File: src/rtl/bcf_pkg.sv
`default_nettype none
// ----------------------------------------------------------------------------
// bcf_pkg
// Shared types, constants and message text for the byte command FIFO.
// ----------------------------------------------------------------------------
package bcf_pkg;

   localparam int DEPTH_DEFAULT = 8;
   localparam int CMDQ_DEPTH    = 2;
   localparam int CMDQ_PTR_W    = (CMDQ_DEPTH > 1) ? $clog2(CMDQ_DEPTH) : 1;
   localparam int CMDQ_CNT_W    = $clog2(CMDQ_DEPTH + 1);

   localparam logic [7:0] CH_POP   = 8'h20;
   localparam logic [7:0] CH_FLUSH = 8'h2C;
   localparam logic [7:0] CH_DUMP  = 8'h2E;

   localparam int MSG_IDX_W = 5;

   localparam logic [MSG_IDX_W-1:0] LEN_FULL    = 5'd15;
   localparam logic [MSG_IDX_W-1:0] LEN_EMPTY   = 5'd16;
   localparam logic [MSG_IDX_W-1:0] LEN_FLUSHED = 5'd18;

   localparam logic [8*15-1:0] TXT_FULL    = "Buffer is full!";
   localparam logic [8*16-1:0] TXT_EMPTY   = "Buffer is empty!";
   localparam logic [8*18-1:0] TXT_FLUSHED = "Buffer is flushed!";

   typedef enum logic [1:0] {
      OP_STORE,
      OP_POP,
      OP_FLUSH,
      OP_DUMP
   } op_type;

   typedef enum logic [1:0] {
      MSG_FULL,
      MSG_EMPTY,
      MSG_FLUSHED
   } msg_type;

   typedef struct packed {
      op_type     op;
      logic [7:0] data;
   } cmd_type;

   function automatic logic [MSG_IDX_W-1:0] msg_len(input msg_type msg);
      logic [MSG_IDX_W-1:0] len;
      case (msg)
         MSG_FULL:    len = LEN_FULL;
         MSG_EMPTY:   len = LEN_EMPTY;
         MSG_FLUSHED: len = LEN_FLUSHED;
         default:     len = LEN_FULL;
      endcase
      return len;
   endfunction

   // first character sits in the top byte of each string
   function automatic logic [7:0] msg_char(input msg_type msg,
                                           input logic [MSG_IDX_W-1:0] idx);
      logic [MSG_IDX_W-1:0] pos;
      logic [7:0]           ch;
      pos = msg_len(msg) - 5'd1 - idx;
      case (msg)
         MSG_FULL:    ch = TXT_FULL[8*pos +: 8];
         MSG_EMPTY:   ch = TXT_EMPTY[8*pos +: 8];
         MSG_FLUSHED: ch = TXT_FLUSHED[8*pos +: 8];
         default:     ch = 8'h00;
      endcase
      return ch;
   endfunction

endpackage
`default_nettype wire

File: src/rtl/bcf_ram.sv
`default_nettype none
// ----------------------------------------------------------------------------
// bcf_ram
// Generic single-write, single-read RAM with registered read data.
// ----------------------------------------------------------------------------
module bcf_ram #(
   parameter int WIDTH = 8,
   parameter int DEPTH = 8,
   parameter int ADDR_W = (DEPTH > 1) ? $clog2(DEPTH) : 1
) (
   input  wire logic              clock,
   input  wire logic              wr_en,
   input  wire logic [ADDR_W-1:0] wr_addr,
   input  wire logic [WIDTH-1:0]  wr_data,
   input  wire logic              rd_en,
   input  wire logic [ADDR_W-1:0] rd_addr,
   output logic      [WIDTH-1:0]  rd_data
);

   logic [WIDTH-1:0] mem_ff [DEPTH];
   logic [WIDTH-1:0] rd_data_ff;

   always_ff @(posedge clock) begin
      if (wr_en) begin
         mem_ff[wr_addr] <= wr_data;
      end
      if (rd_en) begin
         rd_data_ff <= mem_ff[rd_addr];
      end
   end

   assign rd_data = rd_data_ff;

endmodule
`default_nettype wire

File: src/rtl/bcf_front.sv
`default_nettype none
// ----------------------------------------------------------------------------
// bcf_front
// Takes received words, decodes the command characters and queues them.
// ----------------------------------------------------------------------------
module bcf_front (
   input  wire logic             clock,
   input  wire logic             reset,
   input  wire logic             push,
   input  wire logic [7:0]       rx_byte,
   output logic                  full,
   output logic                  cmd_valid,
   output bcf_pkg::cmd_type      cmd,
   input  wire logic             cmd_take
);

   bcf_pkg::cmd_type                    q_ff [bcf_pkg::CMDQ_DEPTH];
   logic [bcf_pkg::CMDQ_PTR_W-1:0]      wr_ptr_ff, wr_ptr_in;
   logic [bcf_pkg::CMDQ_PTR_W-1:0]      rd_ptr_ff, rd_ptr_in;
   logic [bcf_pkg::CMDQ_CNT_W-1:0]      cnt_ff, cnt_in;
   bcf_pkg::cmd_type                    cmd_in;
   logic                                do_push;
   logic                                do_pop;

   function automatic logic [bcf_pkg::CMDQ_PTR_W-1:0] ptr_inc(
      input logic [bcf_pkg::CMDQ_PTR_W-1:0] p);
      logic [bcf_pkg::CMDQ_PTR_W-1:0] n;
      if (p == bcf_pkg::CMDQ_PTR_W'(bcf_pkg::CMDQ_DEPTH - 1)) begin
         n = '0;
      end else begin
         n = p + 1'b1;
      end
      return n;
   endfunction

   always_comb begin
      cmd_in.data = rx_byte;
      unique case (rx_byte)
         bcf_pkg::CH_POP:   cmd_in.op = bcf_pkg::OP_POP;
         bcf_pkg::CH_FLUSH: cmd_in.op = bcf_pkg::OP_FLUSH;
         bcf_pkg::CH_DUMP:  cmd_in.op = bcf_pkg::OP_DUMP;
         default:           cmd_in.op = bcf_pkg::OP_STORE;
      endcase
   end

   assign full      = (cnt_ff == bcf_pkg::CMDQ_CNT_W'(bcf_pkg::CMDQ_DEPTH));
   assign cmd_valid = (cnt_ff != '0);
   assign cmd       = q_ff[rd_ptr_ff];
   assign do_push   = push && !full;
   assign do_pop    = cmd_take && cmd_valid;

   always_comb begin
      wr_ptr_in = do_push ? ptr_inc(wr_ptr_ff) : wr_ptr_ff;
      rd_ptr_in = do_pop  ? ptr_inc(rd_ptr_ff) : rd_ptr_ff;
      cnt_in    = cnt_ff;
      if (do_push && !do_pop) begin
         cnt_in = cnt_ff + 1'b1;
      end else if (do_pop && !do_push) begin
         cnt_in = cnt_ff - 1'b1;
      end
   end

   always_ff @(posedge clock) begin
      if (reset) begin
         wr_ptr_ff <= '0;
         rd_ptr_ff <= '0;
         cnt_ff    <= '0;
      end else begin
         wr_ptr_ff <= wr_ptr_in;
         rd_ptr_ff <= rd_ptr_in;
         cnt_ff    <= cnt_in;
      end
      if (do_push) begin
         q_ff[wr_ptr_ff] <= cmd_in;
      end
   end

endmodule
`default_nettype wire

File: src/rtl/bcf_back.sv
`default_nettype none
// ----------------------------------------------------------------------------
// bcf_back
// Carries out queued commands on the byte store and sends the result words
// through a one-word output register.
// ----------------------------------------------------------------------------
module bcf_back #(
   parameter int DEPTH = bcf_pkg::DEPTH_DEFAULT
) (
   input  wire logic             clock,
   input  wire logic             reset,
   input  wire logic             cmd_valid,
   input  wire bcf_pkg::cmd_type cmd,
   output logic                  cmd_take,
   output logic                  out_empty,
   input  wire logic             out_pop,
   output logic [7:0]            out_byte,
   output logic                  out_last
);

   localparam int PTR_W = (DEPTH > 1) ? $clog2(DEPTH) : 1;
   localparam int CNT_W = $clog2(DEPTH + 1);

   typedef enum logic [1:0] {
      ST_IDLE,
      ST_READ,
      ST_DATA,
      ST_TEXT
   } state_type;

   state_type                       state_ff, state_in;
   logic [PTR_W-1:0]                head_ff, head_in;
   logic [PTR_W-1:0]                tail_ff, tail_in;
   logic [CNT_W-1:0]                count_ff, count_in;
   logic [CNT_W-1:0]                remain_ff, remain_in;
   bcf_pkg::msg_type                msg_ff, msg_in;
   logic [bcf_pkg::MSG_IDX_W-1:0]   idx_ff, idx_in;
   logic                            out_valid_ff, out_valid_in;
   logic [7:0]                      tx_ff, tx_in;
   logic                            last_ff, last_in;

   logic                            out_free;
   logic                            text_last;
   logic                            wr_en;
   logic                            rd_en;
   logic [PTR_W-1:0]                rd_addr;
   logic [7:0]                      rd_data;

   function automatic logic [PTR_W-1:0] ptr_inc(input logic [PTR_W-1:0] p);
      logic [PTR_W-1:0] n;
      if (p == PTR_W'(DEPTH - 1)) begin
         n = '0;
      end else begin
         n = p + 1'b1;
      end
      return n;
   endfunction

   bcf_ram #(
      .WIDTH  (8),
      .DEPTH  (DEPTH),
      .ADDR_W (PTR_W)
   ) u_store (
      .clock   (clock),
      .wr_en   (wr_en),
      .wr_addr (tail_ff),
      .wr_data (cmd.data),
      .rd_en   (rd_en),
      .rd_addr (rd_addr),
      .rd_data (rd_data)
   );

   assign out_free  = !out_valid_ff || out_pop;
   assign text_last = (idx_ff == bcf_pkg::msg_len(msg_ff) - 5'd1);

   always_comb begin
      state_in     = state_ff;
      head_in      = head_ff;
      tail_in      = tail_ff;
      count_in     = count_ff;
      remain_in    = remain_ff;
      msg_in       = msg_ff;
      idx_in       = idx_ff;
      out_valid_in = out_valid_ff && !out_pop;
      tx_in        = tx_ff;
      last_in      = last_ff;
      cmd_take     = 1'b0;
      wr_en        = 1'b0;
      rd_en        = 1'b0;
      rd_addr      = head_ff;

      unique case (state_ff)
         ST_IDLE: begin
            if (cmd_valid) begin
               cmd_take = 1'b1;
               unique case (cmd.op)
                  bcf_pkg::OP_STORE: begin
                     if (count_ff < CNT_W'(DEPTH)) begin
                        wr_en    = 1'b1;
                        tail_in  = ptr_inc(tail_ff);
                        count_in = count_ff + 1'b1;
                     end else begin
                        msg_in   = bcf_pkg::MSG_FULL;
                        idx_in   = '0;
                        state_in = ST_TEXT;
                     end
                  end
                  bcf_pkg::OP_FLUSH: begin
                     count_in = '0;
                     tail_in  = head_ff;
                     msg_in   = bcf_pkg::MSG_FLUSHED;
                     idx_in   = '0;
                     state_in = ST_TEXT;
                  end
                  bcf_pkg::OP_POP: begin
                     if (count_ff == '0) begin
                        msg_in   = bcf_pkg::MSG_EMPTY;
                        idx_in   = '0;
                        state_in = ST_TEXT;
                     end else begin
                        rd_en     = 1'b1;
                        remain_in = CNT_W'(1);
                        state_in  = ST_READ;
                     end
                  end
                  bcf_pkg::OP_DUMP: begin
                     // dump of an empty store sends nothing
                     if (count_ff != '0) begin
                        rd_en     = 1'b1;
                        remain_in = count_ff;
                        state_in  = ST_READ;
                     end
                  end
                  default: ;
               endcase
            end
         end
         ST_READ: begin
            state_in = ST_DATA;
         end
         ST_DATA: begin
            if (out_free) begin
               out_valid_in = 1'b1;
               tx_in        = rd_data;
               last_in      = (remain_ff == CNT_W'(1));
               head_in      = ptr_inc(head_ff);
               count_in     = count_ff - 1'b1;
               remain_in    = remain_ff - 1'b1;
               if (remain_ff == CNT_W'(1)) begin
                  state_in = ST_IDLE;
               end else begin
                  rd_en    = 1'b1;
                  rd_addr  = ptr_inc(head_ff);
                  state_in = ST_READ;
               end
            end
         end
         ST_TEXT: begin
            if (out_free) begin
               out_valid_in = 1'b1;
               tx_in        = bcf_pkg::msg_char(msg_ff, idx_ff);
               last_in      = text_last;
               idx_in       = idx_ff + 1'b1;
               if (text_last) begin
                  state_in = ST_IDLE;
               end
            end
         end
         default: state_in = ST_IDLE;
      endcase
   end

   always_ff @(posedge clock) begin
      if (reset) begin
         state_ff     <= ST_IDLE;
         head_ff      <= '0;
         tail_ff      <= '0;
         count_ff     <= '0;
         out_valid_ff <= 1'b0;
      end else begin
         state_ff     <= state_in;
         head_ff      <= head_in;
         tail_ff      <= tail_in;
         count_ff     <= count_in;
         out_valid_ff <= out_valid_in;
      end
      remain_ff <= remain_in;
      msg_ff    <= msg_in;
      idx_ff    <= idx_in;
      tx_ff     <= tx_in;
      last_ff   <= last_in;
   end

   assign out_empty = !out_valid_ff;
   assign out_byte  = tx_ff;
   assign out_last  = last_ff;

endmodule
`default_nettype wire

File: src/rtl/byte_command_fifo_core.sv
`default_nettype none
// ----------------------------------------------------------------------------
// byte_command_fifo_core
// Byte FIFO controlled by command characters in the received stream.
// ----------------------------------------------------------------------------
// Input side: a word is taken when req_push is high and req_full is low.
// A space pops the oldest stored byte, a comma flushes the store, a period
// dumps every stored byte oldest first; any other byte is stored, or dropped
// with the text "Buffer is full!" when DEPTH bytes are held.
// Result side: each transmitted byte is a word on rsp_tx_byte with rsp_last
// high on the final word of a command; it is taken when rsp_pop is high and
// rsp_empty is low.
// A two-entry command queue sits between decode and execution, so words keep
// arriving while the executor works. The executor takes one command at a time:
// a store is done in the idle state as the command is taken, message text
// goes out at one word per cycle while the receiver takes the words, and each
// stored byte passes through ST_READ and ST_DATA, as the store RAM read data is
// registered. Every result word goes through the output register.
// Reset empties the command queue, the store and the output register.
// When the receiver stalls the output register holds its word, the executor
// waits, and the command queue fills until req_full is raised.
// ----------------------------------------------------------------------------
module byte_command_fifo_core #(
   parameter int DEPTH = bcf_pkg::DEPTH_DEFAULT
) (
   input  wire logic       clock,
   input  wire logic       reset,
   input  wire logic       req_push,
   output logic            req_full,
   input  wire logic [7:0] req_rx_byte,
   output logic            rsp_empty,
   input  wire logic       rsp_pop,
   output logic [7:0]      rsp_tx_byte,
   output logic            rsp_last
);

   logic             cmd_valid;
   logic             cmd_take;
   bcf_pkg::cmd_type cmd;

   bcf_front u_front (
      .clock     (clock),
      .reset     (reset),
      .push      (req_push),
      .rx_byte   (req_rx_byte),
      .full      (req_full),
      .cmd_valid (cmd_valid),
      .cmd       (cmd),
      .cmd_take  (cmd_take)
   );

   bcf_back #(
      .DEPTH (DEPTH)
   ) u_back (
      .clock     (clock),
      .reset     (reset),
      .cmd_valid (cmd_valid),
      .cmd       (cmd),
      .cmd_take  (cmd_take),
      .out_empty (rsp_empty),
      .out_pop   (rsp_pop),
      .out_byte  (rsp_tx_byte),
      .out_last  (rsp_last)
   );

endmodule
`default_nettype wire
File: config.mk
export PLATFORM = sky130hd
export DESIGN_NAME = byte_command_fifo_core
export DESIGN_NICKNAME = d
export VERILOG_FILES = /design/src/rtl/bcf_pkg.sv /design/src/rtl/bcf_ram.sv /design/src/rtl/bcf_front.sv /design/src/rtl/bcf_back.sv /design/src/rtl/byte_command_fifo_core.sv
export SDC_FILE = /design/constraint.sdc
export NUM_CORES = 1
export LEC_CHECK = 0
export ABC_AREA = 0
export BUFFER_PORTS_ARGS = -buffer_cell sky130_fd_sc_hd__clkbuf_2
export CAP_MARGIN = 25
export CORE_UTILIZATION = 36
export CTS_CLUSTER_SIZE = 40
export DETAILED_ROUTE_END_ITERATION = 7
export PLACE_DENSITY_LB_ADDON = 0.3
export SETUP_SLACK_MARGIN = 0.2
export SYNTH_ARGS = -nofsm -noshare
export SYNTH_HDL_FRONTEND = slang
export SYNTH_SLANG_ARGS = --single-unit
File: constraint.sdc
create_clock -name clock -period 3.98 [get_ports clock]
set_clock_uncertainty 0.1 [all_clocks]
set_input_delay 0.398 -clock clock [delete_from_list [all_inputs] [get_ports clock]]
set_output_delay 0.398 -clock clock [all_outputs]
set_load 0.02 [all_outputs]
### Word-level counts from Yosys, hierarchy flattened

Memory sizes are Yosys's and may differ from the RTL's. A register that Yosys moved wholly into a read port is not among the register bits.
Cells that the tools add are included.

| operators by class | value |
|---|---|
| shift-type cells | 3 |
| $add $sub $neg | 13 |
| reduce and logical (&&, ||, !) cells | 32 |
| eq/ne operators | 31 |
| magnitude comparators | 1 |
| mux-type cells | 73 |

Operators with widths:

| kind | count |
|---|---|
| indexed part select 144 x 9 -> 8 bit, first input constant | 1 |
| indexed part select 128 x 9 -> 8 bit, first input constant | 1 |
| indexed part select 120 x 9 -> 8 bit, first input constant | 1 |
| one-hot mux 4 bit (2 select lines) | 4 |
| 2-to-1 mux 5 bit | 6 |
| 2-to-1 mux 4 bit | 7 |
| equality test 8 x 6 -> 1 bit, second input constant | 3 |
| 2-to-1 mux 1 bit | 24 |
| one-hot mux 8 bit (3 select lines) | 1 |
| 2-to-1 mux 2 bit | 11 |
| one-hot mux 5 bit (2 select lines) | 2 |
| 2-to-1 mux 3 bit | 6 |
| AND reduction 6 bit | 3 |
| 2-to-1 mux 8 bit | 2 |
| one-hot mux 2 bit (4 select lines) | 2 |
| one-hot mux 8 bit (2 select lines) | 1 |
| one-hot mux 5 bit (3 select lines) | 1 |
| equality test 2 bit, second input constant | 6 |
| != test 3 bit, second input constant | 4 |
| one-hot mux 2 bit (3 select lines) | 2 |
| nonzero test 2 bit | 6 |
| != test 2 x 1 -> 1 bit, second input constant | 5 |
| AND reduction 5 bit | 2 |
| subtractor 5 x 1 -> 5 bit, second input constant | 2 |
| other kinds (29) | 50 |

| word-level totals | value |
|---|---|
| output and inout bits | 11 |
| register bits after elaboration | 37 |
| memories kept | 2 |
| logic and storage cells | 168 |
| RAM bits | 84 |
| bits of input ports | 12 |

Memory list:

| memory | depth | width | rd ports | clocked after Yosys merged registers in | write ports | line | source |
|---|---|---|---|---|---|---|---|
| u_back.u_store.mem_ff | 8 | 8 | 1 | 1 | 1 | bcf_ram.sv:20 | `logic [WIDTH-1:0] mem_ff [DEPTH];` |
| u_front.q_ff | 2 | 10 | 1 | 1 | 1 | bcf_front.sv:17 | `bcf_pkg::cmd_type q_ff [bcf_pkg::CMDQ_DEPTH];` |

### Depth between registers and ports, before layout

Gate-level depths: netlist of the first run.

| logic depth | value |
|---|---|
| word-level depth | 10 |
| gate-level depth with buffers | 12 |
| gate-level depth less buffers | 9 |

### Hierarchy

A second synthesis of the first run with hierarchy kept.

| second synthesis, totals | value |
|---|---|
| cell total of the unflattened synthesis | 519 |
| area total of the unflattened synthesis | 6646.4 µm² |

Modules (own cells, without submodules):

| module | area each (µm²) | seq. area each (µm²) | cells an instance | instances |
|---|---|---|---|---|
| bcf_back | 2899.0 | 860.8 | 343 | 1 |
| bcf_ram | 2771.4 | 2162.1 | 114 | 1 |
| bcf_front | 975.9 | 700.7 | 62 | 1 |

### Worst setup path after synthesis of the first run

Ideal clock, no wire load.

| timing | value |
|---|---|
| kind | flip-flop to flip-flop |
| from | register u_back.msg_ff[0] |
| to | register u_back.tx_ff[5] (netlist: u_back.out_byte[5]) (data pin) |
| stages on the path, launching flop included | 13 |
| data arrival time | 3145 ps |
| path buffers | 3 |
| setup time | 265 ps |
| data required time | 3615 ps |
| slack | 470 ps |
| period minus slack after synthesis | 3510 ps |
| path through | edfxtp_1 > inv_1 > ha_1 > buf_2 > buf_1 > nand2_1 > fa_1 > or4_1 > and3_4 > or2_1 > buf_6 > a2111oi_4 > o2bb2ai_1 |

| on the way | value |
|---|---|
| cells in the longest elaborated chain, start to end | 10 |

RTL lines:

| what | line | source |
|---|---|---|
| start, declared | bcf_back.sv:36 | `bcf_pkg::msg_type msg_ff, msg_in;` |
| start signal, assigned | bcf_back.sv:188 | `msg_ff <= msg_in;` |
| equality test 2 bit / equality test 2 x 1 -> 1 bit (equally long branches) | bcf_pkg.sv:47, bcf_pkg.sv:62 |  |
| one-hot mux 5 bit (2 select lines) | bcf_pkg.sv:47 | `case (msg)` |
| 2-to-1 mux 5 bit | bcf_back.sv:159 | `if (out_free) begin` |
| 2-to-1 mux 5 bit | bcf_back.sv:92 | `unique case (state_ff)` |
| subtractor 5 x 1 -> 5 bit | bcf_pkg.sv:61 | `pos = msg_len(msg) - 5'd1 - idx;` |
| subtractor 5 bit | bcf_pkg.sv:61 |  |
| indexed part select 144 x 9 -> 8 bit, or another cell as far along | bcf_pkg.sv:65 | `MSG_FLUSHED: ch = TXT_FLUSHED[8*pos +: 8];` |
| one-hot mux 8 bit (3 select lines) (*) | bcf_pkg.sv:62 | `case (msg)` |
| 2-to-1 mux 8 bit (*) | bcf_back.sv:159 |  |
| one-hot mux 8 bit (2 select lines) (*) | bcf_back.sv:92 |  |
| named net u_back.tx_in[5] | bcf_back.sv:39 | `logic [7:0] tx_ff, tx_in;` |
| end signal, assigned | bcf_back.sv:190 | `tx_ff <= tx_in;` |
| end, declared | bcf_back.sv:39 |  |

The timed path passes the listed nets; every way through them passes the cells marked *. The select of a mux whose other input is x is not followed.
A chain may end at the register's enable or synchronous reset.

### Worst setup path in the final report of the first run

| timing | value |
|---|---|
| from | register u_back.msg_ff[0] |
| to | register u_back.state_ff[0] |

| on the way | value |
|---|---|
| cells in the longest elaborated chain, start to end | 6 |

RTL lines:

| what | line | source |
|---|---|---|
| equality test 2 bit / equality test 2 x 1 -> 1 bit (equally long branches) | bcf_pkg.sv:47 |  |
| one-hot mux 5 bit (2 select lines) (*) | bcf_pkg.sv:47 |  |
| subtractor 5 x 1 -> 5 bit (*) | bcf_back.sv:74 | `assign text_last = (idx_ff == bcf_pkg::msg_len(msg_ff) - 5'd1);` |
| equality test 5 bit (*) | bcf_back.sv:74 |  |
| != test 2 x 1 -> 1 bit (no line) (*) | - |  |
| AND reduction 6 bit (no line) (*) | - |  |
| end signal, assigned | bcf_back.sv:181 | `state_ff <= state_in;` |
| end, declared | bcf_back.sv:31 | `state_type state_ff, state_in;` |

Every way passes the cells marked *; elsewhere a longest branch is shown, timed or not.

==> results of run 1 <==
report_power, final:
part,switching (mW),internal (mW),leakage [nW]
Sequential,0.190,1.82,1.17
Combinational,1.85,1.09,1.35
Clock,0.555,0.906,0.263
Total,2.59,3.82,2.79
cells by family (layout without fill, tap and decap cells):
group | count (synthesis) | after routing | share of synthesized area
xor+xnor | 13 | 13 | 0.02074
fa+ha+maj | 24 | 24 | 0.04436
buf+inv | 72 | 106 | 0.04653
flops | 130 | 130 | 0.5367
compound gates | 167 | 167 | 0.1713
simple gates | 179 | 179 | 0.1374
mux | 27 | 27 | 0.04292
registers in the layout, indices dropped and copies added, names as in the netlist, named ones only:
signal                  cells
u_back.tail_ff              3
u_back.u_store.mem_ff      64
u_back.out_byte             8
u_front.cnt_ff              2
u_back.remain_ff            4
u_back.state_ff             2
u_front.wr_ptr_ff           1
u_front.rd_ptr_ff           1
u_back.u_store.rd_data      8
u_back.head_ff              3
u_back.idx_ff               5
u_back.msg_ff               2
u_back.out_last             1
u_back.count_ff             4
u_front.q_ff               20
u_back.out_valid_ff         1
per-layer routing:
metal | GRT usage | part of all wire | wire length [µm]
met1 | 0.2144 | 0.44 | 7072
met2 | 0.2768 | 0.48 | 7698
met3 | 0.03804 | 0.059 | 949
met4 | 0.06808 | 0.019 | 309
met5 | 0 | 0 | 0
layout make-up:
class                      instances  area (µm²)
tap                              234       292.8
timing repair buffer              40       245.2
inverter                          35       131.4
clock inverter                    12       117.6
fill                            1786       10930
clock buffer                      19       432.9
multi-input combinational        410        2892
sequential                       130        3724
metrics by stage:
| stage | cell area (µm²) | instances |
|---|---|---|
| after CTS | 7828 | 879 |
| after global routing | 7835 | 880 |
| final | 7835 | 880 |
| after global placement | 7277 | 848 |
| after detailed placement | 7277 | 848 |
| after floorplan | 6938 | 612 |
Yosys cell counts (all sizes together) (3+ instances only):
master   number
edfxtp      112
nor2         55
a211oi       33
inv          33
a21oi        30
nand2        27
o21ai        24
ha           23
and3         21
buf          19
clkbuf       18
dfxtp        18
a31oi        17
nand2b       17
mux2i        14
nor3         13
mux2         12
nand3         9
nand3b        8
o21bai        8
o221ai        8
xor2          7
nand4         6
a22oi         5
xnor2         5
nor2b         4
nor3b         4
o211ai        4
o32ai         4
a221oi        3
a32oi         3
and2          3
o2bb2ai       3
o311ai        3
or4           3
final timing paths:
path	startpoint	to	slack, ns	depth (start not counted)
setup / recovery	u_back.msg_ff[0]$_DFFE_PP_	u_back.state_ff[0]$_SDFFE_PP0P_	0.49	9
hold / removal	req_rx_byte[4]	u_front.q_ff[1][4]$_DFFE_PP_	0.09	1
setup reg to reg	u_back.msg_ff[0]$_DFFE_PP_	u_back.state_ff[0]$_SDFFE_PP0P_	0.49	9
hold reg to reg	u_front.rd_ptr_ff$_SDFFE_PP0P_	u_front.rd_ptr_ff$_SDFFE_PP0P_	0.41	2
==> results.json, run 1 <==
{
  "status": "completed",
  "crit_slowest_cell": "ha_1",
  "grt_max_degree": 25,
  "core-area_um2": 18770,
  "post-route-period-util": 0.8771,
  "clock_tree.buffer_depth": 2,
  "layout_setup_ws_ns": 0.4891,
  "initialDrtViolationCount": 339,
  "h-tree-depth": 4,
  "total_leakage_power_nw": 2.788,
  "syn_area_um2": 6938,
  "worst_pin_slew_ns": 0.9750,
  "fin_hold_ws_ns": 0.09240,
  "async_flop_share": 0,
  "tns_ns": 0,
  "cts_hold_repair.buffers": 0,
  "peakVddDrop_mv": 0.3735,
  "preCtsSetupSlack_ns": 0.5709,
  "rsz0062_at_grt": "no",
  "overflow": 0,
  "grt_pass1_vias": 4876,
  "synth_edf_count": 112,
  "gp_congestion": 0.8445,
  "synthToLayoutAreaGrowth_pct": 12.93,
  "start_util": 0.3697,
  "post_cts_buffers": 0,
  "cts_buffers": 17,
  "final_cell_mix": "edfxtp_1 (112), nor2_1 (55), inv_1 (33), a211oi_1 (33), a21oi_1 (30)",
  "period_needed_ns": 3.491,
  "layout-drive-gt1-share": 0.1393,
  "fin_nets": 670,
  "clk_latency_ns": 0.42,
  "critical_path.top_delay_family": "compound AO/OA/AOI/OAI gates",
  "totalPowerFinal_mw": 6.415,
  "syn_area_per_cell_um2": 11.34,
  "grt_use_total": 0.1683,
  "drc": 0,
  "path_clk_slew_ns": 0.05,
  "pwr_density_cell_nw_per_um2": 818.8,
  "io_pins": 23,
  "relSlewSlack": 0.3476,
  "postRouteAntennaNets": 0,
  "cts_resized": 0,
  "synth_area_leader_cell": "edfxtp_1",
  "slew_viol_final": 0,
  "start_kind": "register",
  "die-area_um2": 19830,
  "fp-row-count": 50,
  "vias": 4975,
  "cap_viol_max_count": 0,
  "clock-sinks": 130,
  "synth_top_cells_by_area": "edfxtp_1 (48%), dfxtp_1 (5.2%), ha_1 (4.1%)",
  "grt_pass1_wl_mm": 25.63,
  "critical_path_arrival_ns": 3.69,
  "wl_mm": 16.03,
  "fp.dieH_um": 140.8,
  "slowest_delay_ns": 0.50,
  "crit_chain": "inv_1 -> ha_1 -> buf_4 -> clkinv_1 -> ha_1 -> clkinv_1 -> a211o_1 -> a222oi_1 -> mux2_2",
  "ys.warnings.count": 0,
  "synthCells": 612,
  "setup_viol": 0,
  "ys_types": 73,
  "final_util": 0.4175,
  "layout_commonest_cell": "edfxtp_1",
  "cts_tree": "yes",
  "crit_fanout": 20,
  "antenna_found_initial": 0,
  "cp-end-kind": "register",
  "worstSetupPathType": "reg2reg",
  "ys_seq_area_frac": 0.5367,
  "dr.pass1.iters": 7,
  "synth_nets": 648,
  "vias_per_cell": 5.653,
  "critPathBufInv": 4,
  "synth_top_area_frac": 0.4848,
  "hp-class": "in2reg",
  "diodes": 0,
  "die_w_um": 140.8,
  "dp_hpwl_mm": 11.21,
  "worst_ep_required_time_ns": 4.18,
  "fmax_ghz": 0.2865,
  "synth_top_flop_cell": "edfxtp_1",
  "synth_seq_cells": 130,
  "root_buffer": "clkbuf_16",
  "io_buffers": 22,
  "hold_viol_final": 0,
  "wl_per_cell_um": 18.22
}
(Power assumes the default switching activity.)
==> run 2: changes to the inputs <==
--- a/config.mk
+++ b/config.mk
@@ -11,6 +11,8 @@
 export CORE_UTILIZATION = 36
 export CTS_CLUSTER_SIZE = 40
 export DETAILED_ROUTE_END_ITERATION = 7
+export GPL_TIMING_DRIVEN = 0
+export HOLD_SLACK_MARGIN = 0.15
 export PLACE_DENSITY_LB_ADDON = 0.3
 export SETUP_SLACK_MARGIN = 0.2
 export SYNTH_ARGS = -nofsm -noshare
==> constraint.sdc (replaced) <==
create_clock -name clock -period 3.98 [get_ports clock]
set_clock_uncertainty 0.1 [all_clocks]
set_input_delay 0.398 -clock clock [delete_from_list [all_inputs] [get_ports clock]]
set_output_delay 0.398 -clock clock [all_outputs]
set_load 0.005 [all_outputs]
==> run 2 against run 1 <==
Hold slack improved by 0.10 ns. Wire length grew 3.4%. Power grew 6.1%. Core utilization grew 1.5 points. Design area up 3.6%.
==> results.json, run 2 (same netlist as run 1, synthesis figures left out) <==
{
  "r2r-end": "u_back.out_byte[5]$_DFFE_PP_",
  "pwr_density_cell_nw_per_um2": 838.0,
  "overflow": 0,
  "fmax_ghz": 0.2765,
  "core-area_um2": 18770,
  "diodes": 0,
  "final_cell_mix": "edfxtp_1 (112), nor2_1 (55), inv_1 (33), a211oi_1 (33), a21oi_1 (29)",
  "grt_pass1_wl_mm": 26.77,
  "io_pins": 23,
  "r2r_slack_ns": 0.36,
  "worst_ep_required_time_ns": 4.04,
  "fp.dieH_um": 140.8,
  "totalPowerFinal_mw": 6.805,
  "cap_viol_max_count": 0,
  "start_kind": "register",
  "hp-class": "in2reg",
  "place_inst": 871,
  "period_needed_ns": 3.617,
  "grt_use_total": 0.1775,
  "switchingPower_mw": 2.714,
  "path_clk_slew_ns": 0.06,
  "hold_viol_final": 0,
  "worstSetupPathType": "reg2reg",
  "largest_reg_flops": 64,
  "fp-row-count": 50,
  "grt_max_degree": 17,
  "worst_pin_slew_ns": 0.9322,
  "p_clk_frac": 0.238,
  "clock_tree.buffer_depth": 2,
  "grt_pass1_vias": 5037,
  "crit_fanout": 10,
  "min-delay-start": "reset",
  "synthToLayoutAreaGrowth_pct": 17.04,
  "cts_buffers": 17,
  "antenna_found_initial": 0,
  "setup_viol": 0,
  "status": "completed",
  "rsz0062_at_grt": "yes",
  "vias_per_cell": 5.620,
  "r2r.worst_path.cells": 11,
  "vias": 5131,
  "initialDrtViolationCount": 444,
  "cts_tree": "yes",
  "start_util": 0.3697,
  "drc": 0,
  "final_util": 0.4327,
  "wl_per_cell_um": 18.16,
  "p_seq_frac": 0.291,
  "layout-drive-gt1-share": 0.1576,
  "dr.pass1.iters": 5,
  "reg2reg_from": "u_back.msg_ff[1]$_DFFE_PP_",
  "total_leakage_power_nw": 2.905,
  "final_cells": 913,
  "min_to": "u_back.count_ff[3]$_SDFFE_PP0P_",
  "top_regs": "u_back.u_store.mem_ff (64), u_front.q_ff (20)",
  "die-area_um2": 19830,
  "clock-sinks": 130,
  "critical_path_arrival_ns": 3.68,
  "die_w_um": 140.8,
  "fin_hold_ws_ns": 0.1950,
  "p_int_mw": 4.091,
  "relSlewSlack": 0.3756,
  "slew_viol_final": 0,
  "largest_register": "u_back.u_store.mem_ff",
  "p_sw_frac": 0.3988,
  "peakVddDrop_mv": 0.5747,
  "root_buffer": "clkbuf_16",
  "gp_congestion": 0.8624,
  "layout_commonest_cell": "edfxtp_1",
  "dp_hpwl_mm": 11.86,
  "wl_mm": 16.58,
  "clk_latency_ns": 0.42,
  "post-route-period-util": 0.9088,
  "cp-end-kind": "register",
  "fin_nets": 702,
  "h-tree-depth": 4,
  "io_buffers": 22,
  "pwr-share-comb": 0.471,
  "whs_path_depth": 3,
  "postRouteAntennaNets": 0,
  "tns_ns": 0
}
-- run 2: cell types whose count changed in the layout (fill, tap and decap cells not counted), moves of 4 or more --
cell and delta:
buf_6 +4, buf_4 -10, clkbuf_2 +5, dlygate4sd3_1 +8, buf_2 +10, clkbuf_1 +13
-- run 2: metal layers --
metal,vias up,wire length (µm),track usage
li1,2451,-,-
met1,2482,7216,0.2268
met2,168,8072,0.2925
met3,30,868,0.03431
met4,0,423,0.07895
met5,-,0,0
-- run 2: repair_timing --
action                     in CTS  in global routing
pin swaps                       1                  0
setup buffers                   1                  1
gates resized for setup         8                  7
hold buffers                    8                  0
hold endpoints to repair       16                  0
setup endpoints to repair       7                  6
-- run 2: power by group through the flow --
stage                     Combinational, mW  Sequential, mW  Clock (mW)
after CTS                              3.10            1.98        1.64
after floorplan                        2.26            1.96           0
after detailed placement               3.03            2.01           0
final                                  3.20            1.98        1.62
after global routing                   3.49            2.01        1.70
after global placement                 3.00            2.00           0
-- run 2: cell type report --
class,count,area [µm²]
Fill cell,1737,10650
Buffer,37,203.9
Inverter,35,131.4
Sequential cell,130,3724
Multi-Input combinational cell,410,2930
Timing Repair Buffer,35,222.7
Tap cell,234,292.8
Clock buffer,18,429.2
Clock inverter,14,186.4
-- run 2: worst max path at each step --
stage / slack [ns] / cells after the start / to / start
floorplan: 0.47 / 12 / u_back.out_byte[5]$_DFFE_PP_ / u_back.msg_ff[0]$_DFFE_PP_
global route: 0.19 / 9 / u_back.state_ff[0]$_SDFFE_PP0P_ / u_back.msg_ff[0]$_DFFE_PP_
global placement: -0.28 / 11 / u_back.out_byte[2]$_DFFE_PP_ / u_back.msg_ff[0]$_DFFE_PP_
CTS: 0.21 / 12 / u_back.out_byte[4]$_DFFE_PP_ / u_back.msg_ff[0]$_DFFE_PP_
detailed placement: -0.23 / 11 / u_back.out_byte[2]$_DFFE_PP_ / u_back.msg_ff[0]$_DFFE_PP_
finish: 0.36 / 11 / u_back.out_byte[5]$_DFFE_PP_ / u_back.msg_ff[1]$_DFFE_PP_
-- run 2: worst max-delay path, stage by stage (launching register included) --
cell       delay (ns)
edfxtp_1         0.44
ha_1             0.36
buf_4            0.20
buf_4            0.21
nand2_1          0.08
fa_2             0.41
or4_1            0.54
and3_4           0.23
or2_1            0.24
buf_6            0.15
a2111oi_4        0.30
o2bb2ai_1        0.09
-- run 2: stage by stage --
step | setup WS [ns] | cell area, µm²
floorplan | 0.4705 | 6938
global placement | -0.2826 | 7341
finish | 0.3630 | 8120
global route | 0.1874 | 8120
CTS | 0.2103 | 8082
detailed placement | -0.2345 | 7358
==> run 3: changes to the inputs <==
--- a/config.mk
+++ b/config.mk
@@ -13,6 +13,7 @@
 export DETAILED_ROUTE_END_ITERATION = 7
 export GPL_TIMING_DRIVEN = 0
 export HOLD_SLACK_MARGIN = 0.15
+export MAX_ROUTING_LAYER = met4
 export PLACE_DENSITY_LB_ADDON = 0.3
 export SETUP_SLACK_MARGIN = 0.2
 export SYNTH_ARGS = -nofsm -noshare
==> constraint.sdc (replaced) <==
create_clock -name clock -period 3.05 [get_ports clock]
set_clock_uncertainty 0.1 [all_clocks]
set_input_delay 0.305 -clock clock [delete_from_list [all_inputs] [get_ports clock]]
set_output_delay 0.305 -clock clock [all_outputs]
set_load 0.005 [all_outputs]
==> run 3 against run 2 <==
The flow now finishes with violations (setup timing). Sequential share of layout area decreased by 1.5 points. First-iteration DRC count shrank 9.5%. Design area rose by 3.5%. Power is 37% higher.
==> results.json, run 3 (same netlist as run 1, synthesis figures left out) <==
{
  "start_kind": "register",
  "wl_mm": 17.17,
  "initialDrtViolationCount": 402,
  "crit_fanout": 7,
  "final_cell_mix": "edfxtp_1 (112), nor2_1 (48), inv_1 (32), a211oi_1 (31), a21oi_1 (29)",
  "grt_use_total": 0.1890,
  "cp-end-kind": "register",
  "worst_pin_slew_ns": 0.8409,
  "die-area_um2": 19830,
  "rsz0062_at_grt": "yes",
  "top_regs": "u_back.u_store.mem_ff (64), u_front.q_ff (20)",
  "io_buffers": 22,
  "tns_ns": -0.5737,
  "grt_pass1_wl_mm": 27.62,
  "start_util": 0.3697,
  "total_leakage_power_nw": 3.001,
  "h-tree-depth": 4,
  "pwr_density_cell_nw_per_um2": 1110,
  "relSlewSlack": 0.4394,
  "r2r_slack_ns": -0.14,
  "synthToLayoutAreaGrowth_pct": 21.08,
  "core-area_um2": 18770,
  "overflow": 0,
  "cts_buffers": 17,
  "largest_reg_flops": 64,
  "post-route-period-util": 1.045,
  "root_buffer": "clkbuf_16",
  "vias_per_cell": 5.658,
  "gp_congestion": 0.9075,
  "fin_nets": 721,
  "status": "finished with violations",
  "diodes": 0,
  "failed_checks": "setup timing",
  "clk_latency_ns": 0.42,
  "totalPowerFinal_mw": 9.324,
  "fill_cells": 1707,
  "peakVddDrop_mv": 0.5265,
  "drc": 0,
  "fmax_ghz": 0.3138,
  "preCtsSetupSlack_ns": -0.6391,
  "io_pins": 23,
  "cp-startpoint": "u_back.msg_ff[1]$_DFFE_PP_",
  "wl_per_cell_um": 18.46,
  "r2r-end": "u_back.out_byte[0]$_DFFE_PP_",
  "grt_max_degree": 17,
  "vias": 5262,
  "fp.dieH_um": 140.8,
  "layout_commonest_cell": "edfxtp_1",
  "clock_tree.buffer_depth": 2,
  "design_area_um2": 8401,
  "hp-class": "in2reg",
  "dp_hpwl_mm": 11.97,
  "largest_register": "u_back.u_store.mem_ff",
  "path_clk_slew_ns": 0.05,
  "worst_ep_required_time_ns": 3.10,
  "cap_viol_max_count": 0,
  "setup_viol": 6,
  "dr.pass1.iters": 5,
  "hold_viol_final": 0,
  "slew_viol_final": 0,
  "grt_pass1_vias": 5075,
  "min-delay-start": "rsp_pop",
  "layout-drive-gt1-share": 0.2227,
  "place_area_um2": 7395,
  "worstSetupPathType": "reg2reg",
  "fp-row-count": 50,
  "reg2reg_from": "u_back.msg_ff[1]$_DFFE_PP_",
  "antenna_found_initial": 0,
  "fin_hold_ws_ns": 0.2675,
  "postRouteAntennaNets": 0,
  "cts_tree": "yes",
  "r2r.worst_path.cells": 11,
  "layout_setup_ws_ns": -0.1367,
  "period_needed_ns": 3.187,
  "clock-sinks": 130,
  "endpoint": "u_back.out_byte[0]$_DFFE_PP_",
  "critical_path_arrival_ns": 3.24,
  "die_w_um": 140.8
}
-- run 3: worst min path at each step --
| stage | cells past startpoint | endpoint | slack, ns |
|---|---|---|---|
| 2_1_floorplan | 0 | u_front.q_ff[0][0]$_DFFE_PP_ | 0.30 |
| 6_report | 3 | u_back.out_valid_ff$_SDFF_PP0_ | 0.27 |
| 4_1_cts | 3 | u_back.out_valid_ff$_SDFF_PP0_ | 0.26 |
| 5_1_grt | 3 | u_back.out_valid_ff$_SDFF_PP0_ | 0.27 |
| 3_3_place_gp | 2 | register | 0.38 |
| 3_5_place_dp | 2 | register | 0.40 |
-- run 3: layout make-up --
cell class | instances | area (µm²) | area share
clock buffers | 19 | 432.9 | 0.05153
flip-flops and latches | 130 | 3724 | 0.4433
clock inverters | 11 | 91.34 | 0.01087
well taps | 234 | 292.8 | 0.03485
plain buffers | 37 | 231.5 | 0.02755
inverters | 35 | 141.4 | 0.01683
multi-input cells | 410 | 3114 | 0.3707
repair buffers | 54 | 372.9 | 0.04438
-- run 3: what timing repair did --
item	4_1_cts	5_1_grt
gates cloned	1	0
hold endpoints to repair	21	0
pin swaps	9	10
buffers inserted	15	3
hold buffers	10	0
endpoints found under the setup margin	25	66
resized for setup	32	29
-- run 3: critical path: stages (launching register included) --
cell and delay (ns):
edfxtp_1 0.43, ha_4 0.31, buf_8 0.10, buf_8 0.09, nand2_4 0.04, fa_2 0.44
or4_4 0.51, and3_4 0.20, or2_1 0.22, buf_6 0.15, a2111oi_4 0.18, o32ai_1 0.12
-- run 3: power breakdown --
part	leakage, nW	switching [mW]	internal [mW]
clock	0.246	0.723	1.10
combinational	1.58	2.89	2.03
sequential	1.17	0.207	2.38
total	3.00	3.82	5.51
-- run 3: stage by stage --
step	cells	util
2_1_floorplan	612	-
3_3_place_gp	868	0.3932
3_5_place_dp	871	0.3940
4_1_cts	927	0.4410
5_1_grt	930	0.4476
6_report	930	0.4476
-- run 3: metal layers --
| metal | track usage | share of wire | vias to the layer above |
|---|---|---|---|
| li1 | - | - | 2485 |
| met3 | 0.03804 | 0.054 | 29 |
| met1 | 0.2283 | 0.43 | 2550 |
| met4 | 0.08410 | 0.019 | 0 |
| met2 | 0.3061 | 0.49 | 198 |
| met5 | - | 0 | - |
